`src/hw/rtl/bplp_pkg.sv`:
```
// Shared types, constants and helper functions of the ball position line parser.
package bplp_pkg;

  localparam int FRAC_DIGITS = 3;
  localparam int FRAC_W = $clog2(FRAC_DIGITS + 1);
  localparam int DIV_W = 35;
  localparam int DIV_CNT_W = $clog2(DIV_W);

  localparam logic [7:0] CH_CR = 8'h0D;
  localparam logic [7:0] CH_LF = 8'h0A;
  localparam logic [7:0] CH_NUL = 8'h00;
  localparam logic [7:0] CH_DOLLAR = 8'h24;
  localparam logic [7:0] CH_COMMA = 8'h2C;
  localparam logic [7:0] CH_PLUS = 8'h2B;
  localparam logic [7:0] CH_MINUS = 8'h2D;
  localparam logic [7:0] CH_DOT = 8'h2E;
  localparam logic [7:0] CH_0 = 8'h30;
  localparam logic [7:0] CH_9 = 8'h39;
  localparam logic [7:0] CH_A = 8'h41;
  localparam logic [7:0] CH_B = 8'h42;
  localparam logic [7:0] CH_L = 8'h4C;

  localparam logic [1:0] CFG_POSITION_LIMIT = 2'd0;
  localparam logic [1:0] CFG_MAX_SPEED = 2'd1;
  localparam logic [1:0] CFG_SPEED_RESET_WINDOW = 2'd2;
  localparam logic [1:0] CFG_FILTER_GAIN = 2'd3;

  localparam logic [1:0] STATUS_INVALID = 2'd0;
  localparam logic [1:0] STATUS_MEASUREMENT = 2'd1;

  typedef enum logic [3:0] {
    PH_START, PH_DOLLAR, PH_DOLLAR_B, PH_B, PH_BA, PH_BAL, PH_BALL, PH_NUM_START,
    PH_NUM_SIGN, PH_NUM_INT, PH_FRAC_EMPTY, PH_FRAC, PH_STATUS_START, PH_STATUS,
    PH_DONE, PH_FAIL
  } phase_t;

  typedef enum logic [2:0] {
    C_IDLE, C_CHECK, C_PREP, C_DIV, C_JUDGE, C_FILT, C_EMIT
  } ctl_state_t;

  typedef struct packed {
    logic take;
    logic restart;
    logic frame;
    logic timing;
    logic prep;
    logic div_step;
    logic mul;
    logic commit;
    logic use_filter;
    logic reject;
  } cmd_t;

  typedef struct packed {
    logic eol_byte;
    logic line_held;
    logic line_ok;
    logic is_meas;
    logic has_prev;
    logic need_div;
    logic div_last;
    logic too_fast;
  } status_t;

  function automatic logic [31:0] add_digit(input logic [31:0] a, input logic [3:0] d);
    logic [35:0] v;
    v = 36'(a) * 36'd10 + 36'(d);
    if (v > 36'hFFFFFFFF) v = 36'hFFFFFFFF;
    return v[31:0];
  endfunction

  function automatic logic [31:0] scale_value(input logic [31:0] a,
                                              input logic [FRAC_W-1:0] f);
    logic [35:0] v;
    v = 36'(a);
    for (int i = 0; i < FRAC_DIGITS; i++) begin
      if (int'(f) <= i) begin
        v = 36'(v[31:0]) * 36'd10;
        if (v > 36'hFFFFFFFF) v = 36'hFFFFFFFF;
      end
    end
    return v[31:0];
  endfunction

endpackage

```
`src/hw/rtl/bplp_ctrl.sv`:
```
// Controller state machine sequencing the line-end checks, division and filter.
module bplp_ctrl (
  input  logic               clk,
  input  logic               rst,
  input  logic               in_valid,
  output logic               in_ready,
  output logic               out_valid,
  input  logic               out_ready,
  input  bplp_pkg::status_t  st,
  output bplp_pkg::cmd_t     cmd
);

  bplp_pkg::ctl_state_t state, state_next;
  logic out_valid_next;

  always_ff @(posedge clk) begin
    if (rst) begin
      state <= bplp_pkg::C_IDLE;
      out_valid <= 1'b0;
    end else begin
      state <= state_next;
      out_valid <= out_valid_next;
    end
  end

  always_comb begin
    state_next = state;
    cmd = '0;
    in_ready = 1'b0;
    out_valid_next = out_valid & ~out_ready;
    case (state)
      bplp_pkg::C_IDLE: begin
        in_ready = ~(out_valid & st.eol_byte);
        cmd.take = in_valid & in_ready;
        if (cmd.take && st.eol_byte && st.line_held) state_next = bplp_pkg::C_CHECK;
      end
      bplp_pkg::C_CHECK: begin
        if (!st.line_ok) begin
          cmd.restart = 1'b1;
          state_next = bplp_pkg::C_IDLE;
        end else begin
          cmd.frame = 1'b1;
          if (!st.is_meas) begin
            state_next = bplp_pkg::C_EMIT;
          end else begin
            cmd.timing = st.has_prev;
            if (st.has_prev && st.need_div) begin
              state_next = bplp_pkg::C_PREP;
            end else begin
              cmd.commit = 1'b1;
              state_next = bplp_pkg::C_EMIT;
            end
          end
        end
      end
      bplp_pkg::C_PREP: begin
        cmd.prep = 1'b1;
        state_next = bplp_pkg::C_DIV;
      end
      bplp_pkg::C_DIV: begin
        cmd.div_step = 1'b1;
        if (st.div_last) state_next = bplp_pkg::C_JUDGE;
      end
      bplp_pkg::C_JUDGE: begin
        if (st.too_fast) begin
          cmd.reject = 1'b1;
          state_next = bplp_pkg::C_EMIT;
        end else begin
          cmd.mul = 1'b1;
          state_next = bplp_pkg::C_FILT;
        end
      end
      bplp_pkg::C_FILT: begin
        cmd.commit = 1'b1;
        cmd.use_filter = 1'b1;
        state_next = bplp_pkg::C_EMIT;
      end
      bplp_pkg::C_EMIT: begin
        cmd.restart = 1'b1;
        out_valid_next = 1'b1;
        state_next = bplp_pkg::C_IDLE;
      end
      default: state_next = bplp_pkg::C_IDLE;
    endcase
  end

endmodule

```
`src/hw/rtl/bplp_datapath.sv`:
```
// Datapath: byte parser, configuration, divider, speed filter and statistics.
module bplp_datapath #(
  parameter int LINE_CAPACITY = 64
) (
  input  logic               clk,
  input  logic               rst,
  input  bplp_pkg::cmd_t     cmd,
  output bplp_pkg::status_t  st,
  input  logic [7:0]         rx_byte,
  input  logic [31:0]        now_ms,
  input  logic               cfg_write,
  input  logic [1:0]         cfg_index,
  input  logic [30:0]        cfg_data,
  output logic signed [23:0] position,
  output logic signed [31:0] speed,
  output logic [1:0]         line_status,
  output logic [31:0]        frame_count,
  output logic [31:0]        interval,
  output logic [31:0]        max_interval,
  output logic [31:0]        accepted_count,
  output logic [31:0]        rejected_count,
  output logic               new_measurement
);

  localparam int CW = $clog2(LINE_CAPACITY);
  localparam int FW = bplp_pkg::FRAC_W;
  localparam int DW = bplp_pkg::DIV_W;

  logic [22:0] position_limit;
  logic [30:0] max_speed;
  logic [15:0] speed_reset_window;
  logic [16:0] filter_gain;

  bplp_pkg::phase_t phase, phase_n;
  logic [CW-1:0] char_count;
  logic [31:0] acc, acc_n;
  logic [FW-1:0] frac, frac_n;
  logic neg, neg_n, in_speed, in_speed_n;
  logic [31:0] pos_mag, pos_mag_n, spd_mag, spd_mag_n;
  logic pos_neg, pos_neg_n, spd_neg, spd_neg_n, spd_rep, spd_rep_n;
  logic [1:0] stat, stat_n;
  logic stat_big, stat_big_n;

  logic [7:0] c;
  logic e, is_digit, end_num, has_dig, eol;
  logic [3:0] d;
  logic [31:0] val, dig_acc;

  logic [31:0] now_l, prev_time, elapsed;
  logic signed [23:0] prev_pos, pos24;
  logic prev_valid;
  logic [DW-1:0] dq;
  logic [31:0] rem;
  logic [32:0] rem_sh;
  logic [31:0] dvs;
  logic [bplp_pkg::DIV_CNT_W-1:0] dcnt;
  logic raw_neg;
  logic signed [24:0] diff;
  logic signed [34:0] prod_k;
  logic signed [31:0] raw32, spd_direct, spd_filt, spd_sel;
  logic signed [32:0] fdiff;
  logic signed [50:0] prod, pb, q;
  logic signed [51:0] fsum;

  assign eol = (rx_byte == bplp_pkg::CH_CR) || (rx_byte == bplp_pkg::CH_LF);

  always_comb begin
    c = rx_byte;
    e = eol || (rx_byte == bplp_pkg::CH_NUL);
    is_digit = !e && (c >= bplp_pkg::CH_0) && (c <= bplp_pkg::CH_9);
    d = is_digit ? 4'(c - bplp_pkg::CH_0) : 4'd0;
    val = bplp_pkg::scale_value(acc, frac);
    dig_acc = bplp_pkg::add_digit(acc, d);
    end_num = 1'b0;
    has_dig = 1'b0;
    phase_n = phase;
    acc_n = acc;
    frac_n = frac;
    neg_n = neg;
    in_speed_n = in_speed;
    pos_mag_n = pos_mag;
    pos_neg_n = pos_neg;
    spd_mag_n = spd_mag;
    spd_neg_n = spd_neg;
    spd_rep_n = spd_rep;
    stat_n = stat;
    stat_big_n = stat_big;
    case (phase)
      bplp_pkg::PH_START:
        phase_n = (!e && c == bplp_pkg::CH_DOLLAR) ? bplp_pkg::PH_DOLLAR :
                  (!e && c == bplp_pkg::CH_B) ? bplp_pkg::PH_B : bplp_pkg::PH_FAIL;
      bplp_pkg::PH_DOLLAR:
        phase_n = (!e && c == bplp_pkg::CH_B) ? bplp_pkg::PH_DOLLAR_B : bplp_pkg::PH_FAIL;
      bplp_pkg::PH_B:
        phase_n = (!e && c == bplp_pkg::CH_A) ? bplp_pkg::PH_BA : bplp_pkg::PH_FAIL;
      bplp_pkg::PH_BA:
        phase_n = (!e && c == bplp_pkg::CH_L) ? bplp_pkg::PH_BAL : bplp_pkg::PH_FAIL;
      bplp_pkg::PH_BAL:
        phase_n = (!e && c == bplp_pkg::CH_L) ? bplp_pkg::PH_BALL : bplp_pkg::PH_FAIL;
      bplp_pkg::PH_DOLLAR_B, bplp_pkg::PH_BALL: begin
        if (!e && c == bplp_pkg::CH_COMMA) begin
          acc_n = '0;
          frac_n = '0;
          neg_n = 1'b0;
          phase_n = bplp_pkg::PH_NUM_START;
        end else begin
          phase_n = bplp_pkg::PH_FAIL;
        end
      end
      bplp_pkg::PH_NUM_START, bplp_pkg::PH_NUM_SIGN: begin
        if (phase == bplp_pkg::PH_NUM_START && !e &&
            (c == bplp_pkg::CH_MINUS || c == bplp_pkg::CH_PLUS)) begin
          neg_n = (c == bplp_pkg::CH_MINUS);
          phase_n = bplp_pkg::PH_NUM_SIGN;
        end else if (is_digit) begin
          acc_n = dig_acc;
          phase_n = bplp_pkg::PH_NUM_INT;
        end else if (!e && c == bplp_pkg::CH_DOT) begin
          phase_n = bplp_pkg::PH_FRAC_EMPTY;
        end else begin
          end_num = 1'b1;
        end
      end
      bplp_pkg::PH_NUM_INT: begin
        if (is_digit) begin
          acc_n = dig_acc;
        end else if (!e && c == bplp_pkg::CH_DOT) begin
          phase_n = bplp_pkg::PH_FRAC;
        end else begin
          end_num = 1'b1;
          has_dig = 1'b1;
        end
      end
      bplp_pkg::PH_FRAC_EMPTY, bplp_pkg::PH_FRAC: begin
        if (is_digit) begin
          if (frac < FW'(bplp_pkg::FRAC_DIGITS)) begin
            acc_n = dig_acc;
            frac_n = frac + 1'b1;
          end
          phase_n = bplp_pkg::PH_FRAC;
        end else begin
          end_num = 1'b1;
          has_dig = (phase == bplp_pkg::PH_FRAC);
        end
      end
      bplp_pkg::PH_STATUS_START: begin
        if (is_digit) begin
          acc_n = dig_acc;
          phase_n = bplp_pkg::PH_STATUS;
        end else begin
          phase_n = bplp_pkg::PH_FAIL;
        end
      end
      bplp_pkg::PH_STATUS: begin
        if (is_digit) begin
          acc_n = dig_acc;
        end else begin
          stat_n = acc[1:0];
          stat_big_n = (acc > 32'd2);
          if (!e && c == bplp_pkg::CH_COMMA) begin
            acc_n = '0;
            frac_n = '0;
            neg_n = 1'b0;
            in_speed_n = 1'b1;
            phase_n = bplp_pkg::PH_NUM_START;
          end else begin
            phase_n = bplp_pkg::PH_DONE;
          end
        end
      end
      default: ;
    endcase
    if (end_num) begin
      if (!in_speed) begin
        if (has_dig && !e && c == bplp_pkg::CH_COMMA) begin
          pos_mag_n = val;
          pos_neg_n = neg;
          acc_n = '0;
          frac_n = '0;
          neg_n = 1'b0;
          phase_n = bplp_pkg::PH_STATUS_START;
        end else begin
          phase_n = bplp_pkg::PH_FAIL;
        end
      end else begin
        if (has_dig) begin
          spd_mag_n = val;
          spd_neg_n = neg;
          spd_rep_n = 1'b1;
        end
        phase_n = bplp_pkg::PH_DONE;
      end
    end
  end

  always_ff @(posedge clk) begin
    if (rst || cmd.restart ||
        (cmd.take && !eol && char_count >= CW'(LINE_CAPACITY - 1))) begin
      phase <= bplp_pkg::PH_START;
      acc <= '0;
      frac <= '0;
      neg <= 1'b0;
      in_speed <= 1'b0;
      pos_mag <= '0;
      pos_neg <= 1'b0;
      spd_mag <= '0;
      spd_neg <= 1'b0;
      spd_rep <= 1'b0;
      stat <= '0;
      stat_big <= 1'b0;
    end else if (cmd.take && (!eol || char_count != '0)) begin
      phase <= phase_n;
      acc <= acc_n;
      frac <= frac_n;
      neg <= neg_n;
      in_speed <= in_speed_n;
      pos_mag <= pos_mag_n;
      pos_neg <= pos_neg_n;
      spd_mag <= spd_mag_n;
      spd_neg <= spd_neg_n;
      spd_rep <= spd_rep_n;
      stat <= stat_n;
      stat_big <= stat_big_n;
    end
  end

  always_ff @(posedge clk) begin
    if (rst) begin
      char_count <= '0;
    end else if (cmd.take) begin
      if (eol || char_count >= CW'(LINE_CAPACITY - 1)) char_count <= '0;
      else char_count <= char_count + 1'b1;
    end
  end

  always_ff @(posedge clk) begin
    if (rst) begin
      position_limit <= 23'd200000;
      max_speed <= 31'd2000000;
      speed_reset_window <= 16'd100;
      filter_gain <= 17'd19661;
    end else if (cfg_write) begin
      case (cfg_index)
        bplp_pkg::CFG_POSITION_LIMIT: position_limit <= cfg_data[22:0];
        bplp_pkg::CFG_MAX_SPEED: max_speed <= cfg_data;
        bplp_pkg::CFG_SPEED_RESET_WINDOW: speed_reset_window <= cfg_data[15:0];
        bplp_pkg::CFG_FILTER_GAIN: filter_gain <= cfg_data[16:0];
        default: ;
      endcase
    end
  end

  assign pos24 = pos_neg ? -$signed(pos_mag[23:0]) : $signed(pos_mag[23:0]);
  assign elapsed = now_l - prev_time;
  assign diff = 25'(pos24) - 25'(prev_pos);
  assign prod_k = 35'(diff) * 35'sd1000;
  assign rem_sh = {rem, dq[DW-1]};
  assign raw32 = raw_neg ? -$signed(dq[31:0]) : $signed(dq[31:0]);
  assign fdiff = 33'(raw32) - 33'(speed);
  assign pb = prod + (prod[50] ? 51'sd65535 : 51'sd0);
  assign q = pb >>> 16;
  assign fsum = 52'(speed) + 52'(q);
  assign spd_filt = (fsum > 52'sd2147483647) ? 32'sh7FFFFFFF :
                    (fsum < -52'sd2147483648) ? 32'sh80000000 : fsum[31:0];
  assign spd_direct = !spd_rep ? 32'sd0 :
                      spd_neg ? -$signed(spd_mag) : $signed(spd_mag);
  assign spd_sel = cmd.use_filter ? spd_filt : spd_direct;

  always_comb begin
    st.eol_byte = eol;
    st.line_held = (char_count != '0);
    st.line_ok = (phase == bplp_pkg::PH_DONE) && !stat_big &&
                 (pos_mag <= 32'(position_limit)) &&
                 !(spd_rep && spd_mag > 32'(max_speed));
    st.is_meas = (stat == bplp_pkg::STATUS_MEASUREMENT);
    st.has_prev = prev_valid && (now_l != prev_time);
    st.need_div = !spd_rep && (elapsed <= 32'(speed_reset_window));
    st.div_last = (dcnt == bplp_pkg::DIV_CNT_W'(DW - 1));
    st.too_fast = (dq > DW'(max_speed));
  end

  always_ff @(posedge clk) begin
    if (cmd.take) now_l <= now_ms;
    if (cmd.prep) begin
      dq <= prod_k[34] ? DW'(-prod_k) : DW'(prod_k);
      raw_neg <= prod_k[34];
      dvs <= elapsed;
      rem <= '0;
      dcnt <= '0;
    end else if (cmd.div_step) begin
      if (rem_sh >= {1'b0, dvs}) begin
        rem <= 32'(rem_sh - {1'b0, dvs});
        dq <= {dq[DW-2:0], 1'b1};
      end else begin
        rem <= rem_sh[31:0];
        dq <= {dq[DW-2:0], 1'b0};
      end
      dcnt <= dcnt + 1'b1;
    end
    if (cmd.mul) prod <= fdiff * $signed({1'b0, filter_gain});
  end

  always_ff @(posedge clk) begin
    if (rst) begin
      prev_pos <= '0;
      prev_time <= '0;
      prev_valid <= 1'b0;
      speed <= '0;
      line_status <= '0;
      frame_count <= '0;
      interval <= '0;
      max_interval <= '0;
      accepted_count <= '0;
      rejected_count <= '0;
      new_measurement <= 1'b0;
    end else begin
      if (cmd.frame) begin
        line_status <= stat;
        frame_count <= frame_count + 1'b1;
      end
      if (cmd.frame || cmd.commit) new_measurement <= cmd.commit;
      if (cmd.timing) begin
        interval <= elapsed;
        if (elapsed > max_interval) max_interval <= elapsed;
      end
      if (cmd.reject) begin
        line_status <= bplp_pkg::STATUS_INVALID;
        rejected_count <= rejected_count + 1'b1;
      end
      if (cmd.commit) begin
        prev_pos <= pos24;
        prev_time <= now_l;
        prev_valid <= 1'b1;
        speed <= spd_sel;
        accepted_count <= accepted_count + 1'b1;
      end
    end
  end

  assign position = prev_pos;

endmodule

```
`src/hw/rtl/ball_position_line_parser.sv`:
```
// Top level of the ball position line parser.
// Usage: one received character (rx_byte) and the millisecond tick (now_ms)
// arrive per input word on a valid/ready channel. Ordinary characters are
// taken whenever the controller is idle and parsed on the fly. A CR or LF closes the line;
// a well-formed line within range produces one output word on the result
// channel carrying position, speed, status and the running statistics.
// From the line end, a line that needs no speed derivation goes through the
// check state and then the emit state; a measurement whose speed comes from
// the difference quotient goes through prepare, the bit-serial restoring
// divider, the speed judgement, then the filter multiply and commit.
// The block handles one line end at a time; characters keep flowing in
// while a result waits, but the next line end is held off until the
// receiver has taken the pending word. Configuration writes are taken in
// any cycle and belong in idle periods.
// Reset returns the parser to the start of a line, restores register
// defaults and clears all counters and the speed history.
module ball_position_line_parser #(
  parameter int LINE_CAPACITY = 64
) (
  input  logic               clk,
  input  logic               rst,
  input  logic               in_valid,
  output logic               in_ready,
  input  logic [7:0]         rx_byte,
  input  logic [31:0]        now_ms,
  output logic               out_valid,
  input  logic               out_ready,
  output logic signed [23:0] position,
  output logic signed [31:0] speed,
  output logic [1:0]         line_status,
  output logic [31:0]        frame_count,
  output logic [31:0]        interval,
  output logic [31:0]        max_interval,
  output logic [31:0]        accepted_count,
  output logic [31:0]        rejected_count,
  output logic               new_measurement,
  input  logic               cfg_write,
  input  logic [1:0]         cfg_index,
  input  logic [30:0]        cfg_data
);

  bplp_pkg::cmd_t cmd;
  bplp_pkg::status_t st;

  bplp_ctrl u_ctrl (
    .clk       (clk),
    .rst       (rst),
    .in_valid  (in_valid),
    .in_ready  (in_ready),
    .out_valid (out_valid),
    .out_ready (out_ready),
    .st        (st),
    .cmd       (cmd)
  );

  bplp_datapath #(
    .LINE_CAPACITY (LINE_CAPACITY)
  ) u_datapath (
    .clk             (clk),
    .rst             (rst),
    .cmd             (cmd),
    .st              (st),
    .rx_byte         (rx_byte),
    .now_ms          (now_ms),
    .cfg_write       (cfg_write),
    .cfg_index       (cfg_index),
    .cfg_data        (cfg_data),
    .position        (position),
    .speed           (speed),
    .line_status     (line_status),
    .frame_count     (frame_count),
    .interval        (interval),
    .max_interval    (max_interval),
    .accepted_count  (accepted_count),
    .rejected_count  (rejected_count),
    .new_measurement (new_measurement)
  );

  a_no_take_while_dividing: assert property (@(posedge clk) disable iff (rst)
    cmd.div_step |-> !in_ready)
    else $error("Input word accepted while the divider is running.");

  a_fresh_is_measurement: assert property (@(posedge clk) disable iff (rst)
    (out_valid && new_measurement) |-> (line_status == bplp_pkg::STATUS_MEASUREMENT))
    else $error("New measurement flagged on a line that is not a measurement.");

  a_line_end_waits: assert property (@(posedge clk) disable iff (rst)
    (in_valid && in_ready && (rx_byte == bplp_pkg::CH_CR || rx_byte == bplp_pkg::CH_LF))
      |-> !out_valid)
    else $error("Line end accepted while a result word is pending.");

endmodule

```
`config.mk`:
```
export PLATFORM = sky130hd
export DESIGN_NAME = ball_position_line_parser
export DESIGN_NICKNAME = d
export VERILOG_FILES = /design/src/hw/rtl/bplp_pkg.sv /design/src/hw/rtl/bplp_ctrl.sv /design/src/hw/rtl/bplp_datapath.sv /design/src/hw/rtl/ball_position_line_parser.sv
export SDC_FILE = /design/constraint.sdc
export NUM_CORES = 2
export LEC_CHECK = 0
export ABC_AREA = 1
export BUFFER_PORTS_ARGS = -buffer_cell sky130_fd_sc_hd__clkbuf_2
export CORE_AREA = 8 8 541 330
export CTS_BUF_LIST = sky130_fd_sc_hd__clkbuf_2 sky130_fd_sc_hd__clkbuf_4 sky130_fd_sc_hd__clkbuf_8
export DETAILED_ROUTE_END_ITERATION = 6
export DIE_AREA = 0 0 549 338
export PLACE_DENSITY = 0.6
export SYNTH_ARGS = -nofsm -noshare
export SYNTH_HDL_FRONTEND = slang
export SYNTH_SLANG_ARGS = --single-unit
export TNS_END_PERCENT = 50
```
`constraint.sdc`:
```
create_clock -name clk -period 8.8 [get_ports clk]
set_input_delay 0.88 -clock clk [delete_from_list [all_inputs] [get_ports clk]]
set_output_delay 0.88 -clock clk [all_outputs]
set_load 0.01 [all_outputs]
```
==> impl_metrics.csv <==
group,metric,value,unit
timing,setup_slack_of_the_critical_path_after_layout,-343,ps
logic_synthesis,synth_area_leaders,"fa_1 17%, dfxtp_1 13%, ha_1 12%, nand2_1 12%, inv_1 8.4%",
logic_synthesis,ys_seq_area_frac,0.194,
logic_synthesis,synth_nets,11731,
routing,totalWireLength,301000,um
timing,layout_worst_path_cycle_share,1.04,
logic_synthesis,syn-cell-area,74600,sq um
die,die_width,549,um
die,die_y,338,um
timing,maxClockFrequency,109,MHz
timing,timing.hold.ws,196,ps
pwr,ir_drop_worst_case_vdd,697,uV
grt,grt-ovfl-total,0,
placement,io_buffers,298,
logic_synthesis,synth.avg_cell_area,7.23,sq um
min_path,worstHoldPathType,"primary input to flop",
flow_run,timing.max_cap.violations,0,
die,dieArea,186000,sq um
die,standard_cell_core_area,171000,sq um
grt,grt_antenna_before_repair,9,
placement,place.detailed.hpwl,242000,um
clocking,numClockSinks,648,
logic_synthesis,ys_warn_count,0,
final_layout,final_net_count,12978,
clocking,ctsHoldBuffers,0,
timing,tns,-3090,ps
clocking,clk_path_buf_depth,3,
clocking,cts_buffers,110,
routing,dr.first_iter.drc_count,8475,
status,outcome,"finished, violations left",
setup_path,timing.critical_path.arrival,9730,ps
timing,worst_slew_margin_rel,0.138,
final_layout,register_area,14500,sq um
timing,drv_slew,0,
die,floorplan.io_pins,299,
setup_path,rrSetupSlack,-340,ps
timing,report.final.hold_viol_count,0,
setup_path,cp_slowest_stage_delay,560,ps
die,start_util,0.436,
timing,final.min_clock_period,9140,ps
logic_synthesis,synth-main-ff-cell,"dfxtp_1",
final_layout,area_growth_syn_to_layout,25.0,%
grt,first_global_vias,72647,
logic_synthesis,postSynth.asyncResetShare,0,
clocking,clock_tree.root_cell,"clkbuf_8",
grt,global_route_wire_length_before_repair,451000,um
final_layout,layout-drive-gt1-share,0.214,
final_layout,fill_cells,16454,
clocking,source_to_sink_clock_delay_at_the_later_pin_of_the_worst_skew_pair,880,ps
setup_path,slowest_stage,"fa_2",
clocking,cts_tree,"done",
timing,rsz_0062_raised_after_global_routing,"true",
setup_path,worstPathMaxFanout,5,
final_layout,multi_input_comb_area,56000,sq um
setup_path,setup.worst_path.start_class,"flop",
routing,post-route-drc-count,0,
logic_synthesis,synth_edf_count,151,
setup_path,req_time_crit_path,9390,ps
setup_path,setup.worst_path.end_class,"flop",
routing,num_vias,76609,
logic_synthesis,postSynthRegisterBits,648,
clocking,cts.htree.levels,3,
logic_synthesis,synth_top_area_share,0.171,
pwr,p_per_area,275,nW/um^2
logic_synthesis,yosysUniqueCellTypes,71,
die,core.rowCount,118,
routing,firstDrtPassIters,6,
clocking,clk_pin_slew,70,ps
setup_path,worstSetupPathType,"flop to flop",
timing,finalClockSkew,57.3,ps
logic_synthesis,netlist_instances,10313,
placement,gp_congestion,1.01,
routing,drtAntennaViolNets,0,
status,failed_checks,"setup timing",
routing,detail_route.wl_per_cell,21.6,um
timing,timing_worst_slew_pin_value,1290,ps
routing,vias_per_instance,5.49,
timing,setup_violations,19,
pwr,power_leakage,0.0458,uW
logic_synthesis,area_leader_netlist,"fa_1",
grt,grt_max_degree,77,
grt,grtUsageTotal,0.314,
[cell usage after synthesis (all sizes together) (143+ instances only)]
master / count
a21oi: 929
clkbuf: 254
dfxtp: 497
edfxtp: 151
fa: 638
ha: 702
inv: 1690
nand2: 2316
nand3: 499
nand4: 143
nor2: 866
nor3: 179
o21ai: 409
xnor2: 144
xor2: 289
[through the flow]
stage	util	power [uW]	std cells	setup WS [ps]	cell area, sq um
after detailed placement	0.499	15900	13553	-1070	85200
final	0.545	25600	13942	-343	93200
after CTS	0.530	23200	13879	-319	90600
after global placement	0.499	15900	13553	-1010	85200
after global routing	0.545	27100	13935	-752	93100
after floorplan	-	10300	10313	5.33	74600
[sequential cells by signal, indices dropped and copies added, names as in the netlist, 3 cells and up]
register,count
u_datapath.acc,32
u_datapath.spd_mag,32
u_datapath.pos_mag,32
u_datapath.filter_gain,17
u_datapath.speed_reset_window,16
u_datapath.char_count,6
u_datapath.dq,35
u_datapath.position_limit,23
u_datapath.now_l,32
u_datapath.max_interval,32
u_datapath.phase,4
u_datapath.frame_count,32
u_datapath.dcnt,6
u_datapath.accepted_count,32
u_datapath.rejected_count,32
u_ctrl.state,3
u_datapath.prev_time,32
u_datapath.position,24
u_datapath.dvs,32
u_datapath.speed,32
u_datapath.interval,32
u_datapath.prod,51
u_datapath.rem,32
u_datapath.max_speed,31
[path summary, 6_finish.rpt]
check | cells past startpoint | to | from
setup / recovery | 44 | u_datapath.prod[47]$_DFFE_PP_ | u_datapath.dq[2]$_SDFFCE_PN0P_
hold / removal | 1 | u_datapath.now_l[17]$_DFFE_PP_ | now_ms[17]
setup reg to reg | 44 | u_datapath.prod[47]$_DFFE_PP_ | u_datapath.dq[2]$_SDFFCE_PN0P_
hold reg to reg | 2 | u_datapath.position[0]$_SDFFE_PP0P_ | u_datapath.pos_mag[0]$_SDFFE_PP0P_
[power breakdown]
| part | leakage [uW] | internal, uW | switching [uW] |
|---|---|---|---|
| sequential | 0.00541 | 3570 | 59.2 |
| combinational | 0.0391 | 9050 | 9610 |
| clock | 0.00136 | 1770 | 1520 |
| total | 0.0458 | 14400 | 11200 |
[cell usage in the layout (no fill, tap or decap), types with 25 or more instances in the layout]
master and count:
nor3_1 152, nand3_1 462, o21ai_1 31, clkbuf_4 33, o21ai_2 39, o211ai_1 94
fa_1 608, nand4_1 142, clkbuf_2 297, o21bai_1 25, a21oi_1 831, nor2_1 787
buf_6 76, clkbuf_8 137, xor2_1 272, dfxtp_1 484, nor4_1 45, ha_4 74
nor2_4 26, ha_1 612, o21a_1 25, inv_2 90, o21ai_0 336, nand2_2 113
nand2_1 2158, nand2_4 42, o22ai_1 33, xnor2_1 137, edfxtp_1 151, a21oi_2 74
or2_2 43, nor2_2 52, nand3_2 32, fa_2 30, buf_4 1061, inv_1 1586
[final cells by class]
type                            count  share of cell area
Multi-Input combinational cell   7637               0.601
Sequential cell                   648               0.156
Timing Repair Buffer             1460               0.116
Clock inverter                     37             0.00462
Tap cell                         2280              0.0306
Inverter                         1702              0.0691
Antenna cell                        7            0.000188
Clock buffer                      170              0.0229
Timing Repair inverter              1           0.0000806
[critical path: cells and delay by family (launching register included)]
| family | cells | cell delay (ps) |
|---|---|---|
| AO/OA/AOI/OAI | 5 | 700 |
| adder cells (fa/ha/maj) | 8 | 3620 |
| AND/OR/NAND/NOR | 20 | 2790 |
| buffers and inverters | 9 | 1000 |
| XOR/XNOR | 2 | 360 |
| flip-flops | 1 | 420 |
[layer usage]
| metal | global-route usage | share of wire | up-vias |
|---|---|---|---|
| li1 | - | - | 35740 |
| met1 | 0.481 | 0.47 | 36736 |
| met2 | 0.423 | 0.38 | 3713 |
| met3 | 0.0977 | 0.13 | 416 |
| met4 | 0.0714 | 0.027 | 4 |
| met5 | 0 | 0.000090 | - |
[kinds of logic (layout without fill, tap and decap cells)]
group	count (synthesis)	count (layout)	share of synthesized area
adder cells (fa/ha/maj)	1340	1340	0.289
AO/OA/AOI/OAI	1703	1703	0.127
XOR/XNOR	433	433	0.0513
flip-flops	648	648	0.194
AND/OR/NAND/NOR	4161	4161	0.234
other	0	7	0
buffers and inverters	2028	3370	0.104
[timing repair]
item,in CTS,in global routing
buffers inserted,124,65
gates resized for setup,499,492
pin swaps,255,283
cloned,3,0
setup endpoints to repair,91,125
Note: power is estimated with default switching activity, not from simulation.
